[src/rtl/core/epsc_pkg.sv]
`default_nettype none

package epsc_pkg;

    localparam int unsigned TIME_W  = 31;
    localparam int unsigned YEAR_W  = 11;
    localparam int unsigned MONTH_W = 4;
    localparam int unsigned DAY_W   = 5;
    localparam int unsigned WD_W    = 3;
    localparam int unsigned HOUR_W  = 5;
    localparam int unsigned MIN_W   = 6;
    localparam int unsigned SEC_W   = 6;
    localparam int unsigned STEP_W  = 3;

    localparam logic [TIME_W-1:0]  SECS_COMMON_YEAR = 31'd31536000;
    localparam logic [TIME_W-1:0]  SECS_LEAP_YEAR   = 31'd31622400;
    localparam logic [TIME_W-1:0]  SECS_DAY         = 31'd86400;
    localparam logic [TIME_W-1:0]  SECS_HOUR        = 31'd3600;
    localparam logic [TIME_W-1:0]  SECS_MINUTE      = 31'd60;
    localparam logic [YEAR_W-1:0]  FIRST_YEAR       = 11'd1970;
    localparam logic [MONTH_W-1:0] FIRST_MONTH      = 4'd1;
    localparam logic [MONTH_W-1:0] LAST_MONTH       = 4'd12;
    localparam logic [WD_W-1:0]    FIRST_WEEKDAY    = 3'd4;
    localparam logic [WD_W-1:0]    DAYS_PER_WEEK    = 3'd7;

    // Top bit index of each restoring-division phase
    localparam logic [STEP_W-1:0]  DAY_TOP_STEP  = 3'd4;
    localparam logic [STEP_W-1:0]  HOUR_TOP_STEP = 3'd4;
    localparam logic [STEP_W-1:0]  MIN_TOP_STEP  = 3'd5;

    typedef enum logic [2:0] {
        ST_IDLE,
        ST_YEAR,
        ST_MONTH,
        ST_DAY,
        ST_HOUR,
        ST_MIN,
        ST_DONE
    } state_t;

    function automatic logic [DAY_W-1:0] month_days(
        input logic [MONTH_W-1:0] month,
        input logic               leap
    );
        logic [DAY_W-1:0] d;
        begin
            case (month)
                4'd2:                      d = leap ? 5'd29 : 5'd28;
                4'd4, 4'd6, 4'd9, 4'd11:   d = 5'd30;
                default:                   d = 5'd31;
            endcase
            return d;
        end
    endfunction

    function automatic logic [TIME_W-1:0] month_span(input logic [DAY_W-1:0] md);
        logic [TIME_W-1:0] s;
        begin
            case (md)
                5'd28:   s = 31'd2419200;
                5'd29:   s = 31'd2505600;
                5'd30:   s = 31'd2592000;
                default: s = 31'd2678400;
            endcase
            return s;
        end
    endfunction

    // (wd + inc) mod 7, wd in 0..6, inc in 0..6
    function automatic logic [WD_W-1:0] wd_add(
        input logic [WD_W-1:0] wd,
        input logic [WD_W-1:0] inc
    );
        logic [WD_W:0] s;
        begin
            s = {1'b0, wd} + {1'b0, inc};
            if (s >= {1'b0, DAYS_PER_WEEK}) begin
                s = s - {1'b0, DAYS_PER_WEEK};
            end
            return s[WD_W-1:0];
        end
    endfunction

endpackage

`default_nettype wire

[src/rtl/core/epoch_seconds_to_calendar_top.sv]
// Sequence: after an input transfer the year loop, the month loop and the bit-serial day,
// hour and minute divisions run in turn before the result reaches the output register.
// No new item is taken until the conversion finishes; one compare/subtract unit
// is reused for the year and month loops and for the bit-serial day, hour and minute
// divisions. A finished result waits in an output register, so the next item can be taken
// while it is pending.
// Reset: asynchronous active low, clears the sequencer and output valid; no other state.
`default_nettype none

module epoch_seconds_to_calendar_top (
    input  wire logic                          clk,
    input  wire logic                          rst_n,
    input  wire logic                          in_valid,
    output logic                               in_ready,
    input  wire logic [epsc_pkg::TIME_W-1:0]   epoch_seconds,
    output logic                               out_valid,
    input  wire logic                          out_ready,
    output logic      [epsc_pkg::YEAR_W-1:0]   year_out,
    output logic      [epsc_pkg::MONTH_W-1:0]  month_out,
    output logic      [epsc_pkg::DAY_W-1:0]    day_of_month,
    output logic      [epsc_pkg::WD_W-1:0]     weekday,
    output logic      [epsc_pkg::HOUR_W-1:0]   hour_out,
    output logic      [epsc_pkg::MIN_W-1:0]    minute_out,
    output logic      [epsc_pkg::SEC_W-1:0]    second_out
);
    import epsc_pkg::*;

    state_t              state_reg, state_next;
    logic [STEP_W-1:0]   step_reg, step_next;
    logic [TIME_W-1:0]   t_reg, t_next;
    logic [YEAR_W-1:0]   year_reg, year_next;
    logic [MONTH_W-1:0]  month_reg, month_next;
    logic [DAY_W-1:0]    days_reg, days_next;
    logic [WD_W-1:0]     wd_reg, wd_next;
    logic [HOUR_W-1:0]   hour_reg, hour_next;
    logic [MIN_W-1:0]    min_reg, min_next;

    logic                out_valid_reg, out_valid_next;
    logic [YEAR_W-1:0]   year_out_reg;
    logic [MONTH_W-1:0]  month_out_reg;
    logic [DAY_W-1:0]    dom_out_reg;
    logic [WD_W-1:0]     wd_out_reg;
    logic [HOUR_W-1:0]   hour_out_reg;
    logic [MIN_W-1:0]    min_out_reg;
    logic [SEC_W-1:0]    sec_out_reg;

    logic                leap;
    logic [DAY_W-1:0]    md;
    logic [TIME_W-1:0]   divisor;
    logic [TIME_W:0]     diff;
    logic                ge;
    logic                in_xfer;
    logic                out_load;
    logic [WD_W-1:0]     bit_wd_inc;

    assign in_xfer  = in_valid && in_ready;
    assign out_load = (state_reg == ST_DONE) && (!out_valid_reg || out_ready);

    // Years stay within 1970..2038, so divisible-by-4 is the whole rule (2000 is a leap year)
    assign leap = (year_reg[1:0] == 2'b00);
    assign md   = month_days(month_reg, leap);

    // Shared compare/subtract unit
    always_comb
    begin
        unique case (state_reg)
            ST_YEAR:  divisor = leap ? SECS_LEAP_YEAR : SECS_COMMON_YEAR;
            ST_MONTH: divisor = month_span(md);
            ST_DAY:   divisor = SECS_DAY << step_reg;
            ST_HOUR:  divisor = SECS_HOUR << step_reg;
            ST_MIN:   divisor = SECS_MINUTE << step_reg;
            default:  divisor = SECS_DAY;
        endcase
    end

    assign diff = {1'b0, t_reg} - {1'b0, divisor};
    assign ge   = !diff[TIME_W];

    // 2^step mod 7
    always_comb
    begin
        case (step_reg) inside
            3'd0, 3'd3: bit_wd_inc = 3'd1;
            3'd1, 3'd4: bit_wd_inc = 3'd2;
            3'd2:       bit_wd_inc = 3'd4;
            default:    bit_wd_inc = 3'd0;
        endcase
    end

    // Next state
    always_comb
    begin
        state_next = state_reg;
        unique case (state_reg)
            ST_IDLE:  if (in_xfer) state_next = ST_YEAR;
            ST_YEAR:  if (!ge) state_next = ST_MONTH;
            ST_MONTH: if (month_reg == LAST_MONTH || !ge) state_next = ST_DAY;
            ST_DAY:   if (step_reg == '0) state_next = ST_HOUR;
            ST_HOUR:  if (step_reg == '0) state_next = ST_MIN;
            ST_MIN:   if (step_reg == '0) state_next = ST_DONE;
            ST_DONE:  if (out_load) state_next = ST_IDLE;
            default:  state_next = ST_IDLE;
        endcase
    end

    // Datapath
    always_comb
    begin
        step_next  = step_reg;
        t_next     = t_reg;
        year_next  = year_reg;
        month_next = month_reg;
        days_next  = days_reg;
        wd_next    = wd_reg;
        hour_next  = hour_reg;
        min_next   = min_reg;
        in_ready   = 1'b0;
        unique case (state_reg)
            ST_IDLE:
            begin
                in_ready = 1'b1;
                if (in_xfer) begin
                    t_next     = epoch_seconds;
                    year_next  = FIRST_YEAR;
                    month_next = FIRST_MONTH;
                    days_next  = '0;
                    wd_next    = FIRST_WEEKDAY;
                    hour_next  = '0;
                    min_next   = '0;
                end
            end
            ST_YEAR:
            begin
                if (ge) begin
                    t_next    = diff[TIME_W-1:0];
                    year_next = year_reg + YEAR_W'(1);
                    wd_next   = wd_add(wd_reg, leap ? 3'd2 : 3'd1);
                end
            end
            ST_MONTH:
            begin
                if (month_reg != LAST_MONTH && ge) begin
                    t_next     = diff[TIME_W-1:0];
                    month_next = month_reg + MONTH_W'(1);
                    wd_next    = wd_add(wd_reg, WD_W'(md - DAY_W'(28)));
                end else begin
                    step_next = DAY_TOP_STEP;
                end
            end
            ST_DAY:
            begin
                if (ge) begin
                    t_next    = diff[TIME_W-1:0];
                    days_next = days_reg | (DAY_W'(1) << step_reg);
                    wd_next   = wd_add(wd_reg, bit_wd_inc);
                end
                step_next = (step_reg == '0) ? HOUR_TOP_STEP : step_reg - STEP_W'(1);
            end
            ST_HOUR:
            begin
                if (ge) begin
                    t_next    = diff[TIME_W-1:0];
                    hour_next = hour_reg | (HOUR_W'(1) << step_reg);
                end
                step_next = (step_reg == '0) ? MIN_TOP_STEP : step_reg - STEP_W'(1);
            end
            ST_MIN:
            begin
                if (ge) begin
                    t_next   = diff[TIME_W-1:0];
                    min_next = min_reg | (MIN_W'(1) << step_reg);
                end
                if (step_reg != '0) begin
                    step_next = step_reg - STEP_W'(1);
                end
            end
            ST_DONE:
            begin
            end
            default:
            begin
            end
        endcase
    end

    always_comb
    begin
        out_valid_next = out_valid_reg;
        if (out_load) begin
            out_valid_next = 1'b1;
        end else if (out_ready) begin
            out_valid_next = 1'b0;
        end
    end

    always_ff @(posedge clk or negedge rst_n)
    begin
        if (!rst_n) begin
            state_reg     <= ST_IDLE;
            out_valid_reg <= 1'b0;
        end else begin
            state_reg     <= state_next;
            out_valid_reg <= out_valid_next;
        end
    end

    always_ff @(posedge clk)
    begin
        step_reg  <= step_next;
        t_reg     <= t_next;
        year_reg  <= year_next;
        month_reg <= month_next;
        days_reg  <= days_next;
        wd_reg    <= wd_next;
        hour_reg  <= hour_next;
        min_reg   <= min_next;
        if (out_load) begin
            year_out_reg  <= year_reg;
            month_out_reg <= month_reg;
            dom_out_reg   <= days_reg + DAY_W'(1);
            wd_out_reg    <= wd_reg;
            hour_out_reg  <= hour_reg;
            min_out_reg   <= min_reg;
            sec_out_reg   <= t_reg[SEC_W-1:0];
        end
    end

    assign out_valid    = out_valid_reg;
    assign year_out     = year_out_reg;
    assign month_out    = month_out_reg;
    assign day_of_month = dom_out_reg;
    assign weekday      = wd_out_reg;
    assign hour_out     = hour_out_reg;
    assign minute_out   = min_out_reg;
    assign second_out   = sec_out_reg;

endmodule

`default_nettype wire

[config.mk]
export PLATFORM = sky130hd
export DESIGN_NAME = epoch_seconds_to_calendar_top
export DESIGN_NICKNAME = d
export VERILOG_FILES = /design/src/rtl/core/epsc_pkg.sv /design/src/rtl/core/epoch_seconds_to_calendar_top.sv
export SDC_FILE = /design/constraint.sdc
export NUM_CORES = 1
export LEC_CHECK = 0
export ABC_AREA = 1
export BUFFER_PORTS_ARGS = -buffer_cell sky130_fd_sc_hd__buf_2
export CORE_MARGIN = 1.5
export CORE_UTILIZATION = 55
export DETAILED_ROUTE_END_ITERATION = 8
export GPL_ROUTABILITY_DRIVEN = 1
export PLACE_DENSITY = 0.86
export SYNTH_ARGS = -nofsm -noshare
export SYNTH_HDL_FRONTEND = slang
export SYNTH_SLANG_ARGS = --single-unit
[constraint.sdc]
create_clock -name clk -period 5.21 [get_ports clk]
set_clock_uncertainty 0.15 [all_clocks]
set_input_delay 0.7815 -clock clk [delete_from_list [all_inputs] [get_ports clk]]
set_output_delay 0.7815 -clock clk [all_outputs]
set_load 0.05 [all_outputs]
==> results of run 1 <==
[Yosys cell counts, drive strengths merged]
cell	instances	share of area
or2	16	0.013
nand3b	3	0.0029
a22oi	1	0.00097
ha	53	0.086
o221a	1	0.0015
o221ai	2	0.0023
o22ai	2	0.0016
nor3	7	0.0052
a21boi	2	0.0019
o21ai	63	0.042
a21o	3	0.0029
and3b	1	0.0011
xor2	5	0.0057
nand2	238	0.12
o21a	3	0.0029
o31ai	1	0.00097
a21oi	50	0.035
a2bb2oi	1	0.0011
o211ai	7	0.0068
fa	3	0.0078
and3	1	0.00081
edfxtp	108	0.42
o21bai	5	0.0049
a2111oi	1	0.0019
nor2	123	0.066
nand4	9	0.0073
clkinv	1	0.00049
xnor2	11	0.012
buf	10	0.0092
inv	124	0.061
dfrtp	4	0.013
nor4	4	0.0032
a221oi	4	0.0045
a31oi	5	0.0041
nand3	54	0.041
a211oi	3	0.0036
clkbuf	5	0.0026
[how the worst max path moves through the flow]
stage / startpoint / to / slack [ns] / cells past startpoint
finish: month_reg[0] / t_reg[17] / 0.55 / 25
detailed placement: month_reg[0] / t_reg[13] / 0.72 / 25
global placement: month_reg[0] / t_reg[14] / 0.92 / 25
CTS: month_reg[0] / t_reg[10] / 0.63 / 25
floorplan: month_reg[0] / t_reg[10] / 0.35 / 24
global route: month_reg[0] / t_reg[20] / 0.17 / 25
[cell type report]
cell class	instances	area, um2	share of cell area
sequential	112	3343	0.3905
timing repair buffer	79	402.9	0.04706
clock inverter	7	75.07	0.008768
inverter	125	471.7	0.05509
tap	180	225.2	0.02630
multi-input combinational	682	3819	0.4460
clock buffer	9	225.2	0.02630
[worst max-delay path, delay by kind of cell, from the launching register on]
kind | cells | cell delay (ns)
DFF | 1 | 0.46
and+or+nand+nor | 15 | 1.55
adders and majority gates | 3 | 0.90
AOI/OAI and AO/OA | 2 | 0.44
buffers and inverters | 5 | 0.81
[per-layer routing]
metal / GRT usage / vias up / wire (um) / part of all wire
li1: - / 3282 / - / -
met1: 0.3226 / 3042 / 7827 / 0.43
met5: 0 / - / 0 / 0
met3: 0.02820 / 43 / 1019 / 0.056
met4: 0.1154 / 0 / 575 / 0.031
met2: 0.4439 / 228 / 8925 / 0.49
[metrics by stage]
step | utilization | setup slack, ns | hold slack (ns)
final | 0.6216 | 0.5484 | 0.07359
after global routing | 0.6216 | 0.1696 | 0.07508
after CTS | 0.6216 | 0.6294 | 0.06576
after detailed placement | 0.5998 | 0.7175 | 0.2545
after global placement | 0.5998 | 0.9210 | 0.2555
after floorplan | - | 0.3540 | 0.2503
[logic make-up (layout without fill, tap and decap cells)]
kind of cell               count (synthesis)  in the layout
and+or+nand+nor                          456            456
AOI/OAI and AO/OA                        154            154
buffers and inverters                    140            220
DFF                                      112            112
adders and majority gates                 56             56
xor gates and xnor gates                  16             16
==> summary.md, run 1 <==
| Metric | Value |
|---|---|
| CTS buffer count | 9 |
| Nets | 1100 |
| Core area | 13770 um2 |
| RSZ-0062 raised after global routing | no |
| Crit path launch type | flop |
| Compound-gate portion of the synthesized area | 0.1188 |
| Synth Warn # | 0 |
| Kind of critical path | reg2reg |
| Post-CTS Setup Inserts | 0 |
| Final hold vios | 0 |
| Multiplexer share of the synthesized area | 0 |
| RR Endpoint | t_reg[17] |
| Placed cells | 1178 |
| Cell Area, Synth | 7712 um2 |
| H-tree levels | 3 |
| Die area | 14740 um2 |
| Initial Util | 0.5600 |
| FF-to-FF path depth | 25 |
| Seq cells post-synth | 112 |
| WL per Instance | 15.37 um |
| Overflow after GRT | 0 |
| Min-Delay Path Class | in2async |
| Die width | 121.4 um |
| Register area share after synthesis | 0.4335 |
| Clk sinks | 112 |
| Setup crit end kind | flop |
| Fill count | 1227 |
| Antenna cells | 0 |
| Initial antenna violation count | 0 |
| CP max stage delay | 0.46 ns |
| Xor/xnor share of the synthesized area | 0.01817 |
| Critical Path Most Common Cell | nand2_1 |
| Detailed-route DRC error count | 0 |
| Post-DP Area | 8262 um2 |
| Cts repair resizes | 0 |
| R2R Path Start | month_reg[0] |
| Clock root buffer | clkbuf_16 |
| Synth cell types | 55 |
| Final setup vio count | 0 |
| Number of vias per cell | 5.523 |
| Post-Syn Nets | 1025 |
| Routed vias | 6595 |
| Critical path's slowest cell | edfxtp_1 |
| Syn_area_per_cell | 8.257 um2 |
| R2r setup slk | 0.55 ns |
| Vert. Die Dim | 121.4 um |
| Ports | 77 |
| # hold bufs at CTS | 0 |
| Drt initial violations | 492 |
| # rows | 43 |
| Clock Path Buffers | 2 |
| Pin count of the biggest net entering global routing | 41 |
| First-pass GRT wire length | 29.37 mm |
| Fmax | 214.5 MHz |
| Synth Area in Simple Gates | 0.2628 |
| Worst path required time | 5.09 ns |
| Fin crit share | 0.8947 |
| CTS tree | built |
| Finished Cell Area | 8562 um2 |
| Area grow syn2layout | 11.02% |
| Critical path data arrival time | 4.55 ns |
| Clk slew on worst S/H paths | 0.08 ns |
| Ratio of cells with drive above 1 in the final layout | 0.1538 |
| Placer Congestion | 0.9562 |
| Final Max Slew Viols | 0 |
| Skew-Pair Late Insertion Delay | 0.37 ns |
| Sum Neg Setup Slack | 0 ns |
| Largest family of logic cells by synthesized area | simple AND/OR/NAND/NOR gates |
| Router iterations before antenna repair | 5 |
| Via count of the first global-routing pass | 6306 |
| Actual slew at the worst max-slew pin | 1.096 ns |
| Period minus WS final | 4.662 ns |
| Non-filler instance count after layout | 1194 |
| Adder-cell share of the synthesized area | 0.09377 |
| Max-Cap Viols | 0 |
| Dpl hpwl | 14.16 mm |
| Gr usage total | 0.2563 |
| Status | finished, final reports clean |
| Port bufs | 76 |
| Commonest non-fill, non-tap cell in the layout | nand2_1 |
| Final WL | 18.35 mm |
| Largest register FFs | 31 |
| Worst-path maximum fanout | 29 |
| Relative slew margins | 0.2675 |
| Cells after Synth | 934 |
| Final antenna-violating net count | 0 |
| Most frequent cells in the layout | 226 x nand2_1, 115 x inv_1, 110 x nor2_1, 108 x edfxtp_1, 76 x buf_2 |
Power of run 1 is not shown: default switching activity piles up to over one toggle a cycle in this logic, so the estimate is an artifact.
==> inputs of run 2 (changes only) <==
- RECOVER_POWER: not set -> 100
==> summary.md, run 2 (synthesis results as in run 1) <==
| Metric | Value |
|---|---|
| Actual slew at the worst max-slew pin | 3.325 ns |
| Fmax | 210.9 MHz |
| Gr usage total | 0.2563 |
| R2R Path Start | month_reg[0] |
| Cts repair resizes | 0 |
| Clk sinks | 112 |
| Period minus WS final | 4.742 ns |
| Initial antenna violation count | 0 |
| Placer Congestion | 0.9562 |
| Critical path data arrival time | 4.59 ns |
| Die area | 14740 um2 |
| Core area | 13770 um2 |
| Pre-CTS WS | 0.7175 ns |
| First-pass GRT wire length | 29.37 mm |
| Fin crit share | 0.9102 |
| Status | complete, but fails checks |
| CTS buffer count | 9 |
| Nets | 1100 |
| Pin count of the biggest net entering global routing | 41 |
| Crit path launch type | flop |
| Die width | 121.4 um |
| Max-Cap Viols | 1 |
| Final antenna-violating net count | 0 |
| Dpl hpwl | 14.16 mm |
| Via count of the first global-routing pass | 6306 |
| Failing checks | max-capacitance violations, max-slew violations |
| # rows | 43 |
| Skew-Pair Late Insertion Delay | 0.37 ns |
| Final WL | 18.44 mm |
| Sum Neg Setup Slack | 0 ns |
| Detailed-route DRC error count | 0 |
| Drt initial violations | 551 |
| Ratio of cells with drive above 1 in the final layout | 0.09566 |
| Largest register FFs | 31 |
| Area grow syn2layout | 9.377% |
| Final Max Slew Viols | 41 |
| Commonest non-fill, non-tap cell in the layout | nand2_1 |
| Fill count | 1258 |
| Port bufs | 76 |
| Antenna cells | 0 |
| Vert. Die Dim | 121.4 um |
| Post-CTS Setup Inserts | 0 |
| Ports | 77 |
| FF-to-FF path depth | 23 |
| WL per Instance | 15.44 um |
| CTS tree | built |
| Min-Delay Path Class | in2async |
| Setup WS post-layout | 0.4679 ns |
| Layout Utilization | 0.6125 |
| RR Endpoint | year_reg[0] |
| Multi-input logic area | 3752 um2 |
| # hold bufs at CTS | 0 |
| RSZ-0062 raised after global routing | no |
| Clock Path Buffers | 2 |
| Worst path required time | 5.06 ns |
| Flip-flop and latch area | 3343 um2 |
| Final setup vio count | 0 |
| Final hold vios | 0 |
| Number of vias per cell | 5.562 |
| Kind of critical path | reg2reg |
| Overflow after GRT | 0 |
| Routed vias | 6641 |
| R2r setup slk | 0.47 ns |
| Router iterations before antenna repair | 5 |
| Setup crit end kind | flop |
| Relative slew margins | -1.225 |
| Clock root buffer | clkbuf_16 |
| Initial Util | 0.5600 |
| Clk slew on worst S/H paths | 0.08 ns |
| Most frequent cells in the layout | 229 x nand2_1, 119 x inv_1, 115 x nor2_1, 108 x edfxtp_1, 55 x o21ai_0 |
| H-tree levels | 3 |
| Worst-path maximum fanout | 11 |
## run 2: cell count changes in the layout (fill, tap and decap cells not counted), sizes merged
cell	before	now
clkbuf	9	53
buf	79	35
## run 2: how the worst max path moves through the flow
stage                       startpoint          end  slack [ns]
after detailed placement  month_reg[0]    t_reg[13]        0.72
after global placement    month_reg[0]    t_reg[14]        0.92
final                     month_reg[0]  year_reg[0]        0.47
after global routing      month_reg[0]  year_reg[0]         0.1
after floorplan           month_reg[0]    t_reg[10]        0.35
after CTS                 month_reg[0]    t_reg[10]        0.63
## run 2: per-stage QoR
step	instances	hold WS, ns	instance area (um2)
finish	1194	0.1330	8436
global route	1194	0.1391	8436
floorplan	934	0.2503	7712
detailed placement	1178	0.2545	8262
global placement	1178	0.2555	8262
CTS	1194	0.06576	8562
## run 2: layout make-up
| cell class | instances | share of cell area |
|---|---|---|
| clock buffer | 9 | 0.02670 |
| clock inverter | 7 | 0.008899 |
| inverter | 125 | 0.05592 |
| multi-input combinational | 682 | 0.4448 |
| sequential | 112 | 0.3963 |
| tap | 180 | 0.02670 |
| timing repair buffer | 79 | 0.04064 |
## run 2: critical path: stages, from the launching register on
cell	delay [ns]
edfxtp_1	0.46
inv_1	0.10
ha_1	0.22
nand3_1	0.24
inv_1	0.15
a21oi_1	0.38
inv_1	0.10
ha_1	0.29
nor2_1	0.15
nor2_1	0.06
nand2_1	0.10
a221oi_1	0.06
ha_1	0.37
nand2_1	0.09
inv_1	0.10
nand2_1	0.07
nor2_1	0.11
nand2_1	0.07
nand2_1	0.12
nand2_1	0.13
nand2_4	0.13
nand2_1	0.09
o21ai_0	0.10
clkbuf_1	0.54
## run 2: metal layers
| metal | wire length (um) | track usage | part of all wire |
|---|---|---|---|
| met3 | 1003 | 0.02820 | 0.054 |
| met1 | 7806 | 0.3226 | 0.42 |
| met5 | 0 | 0 | 0 |
| met2 | 9070 | 0.4439 | 0.49 |
| met4 | 559 | 0.1154 | 0.030 |
Power of run 2 is left out for the same reason.
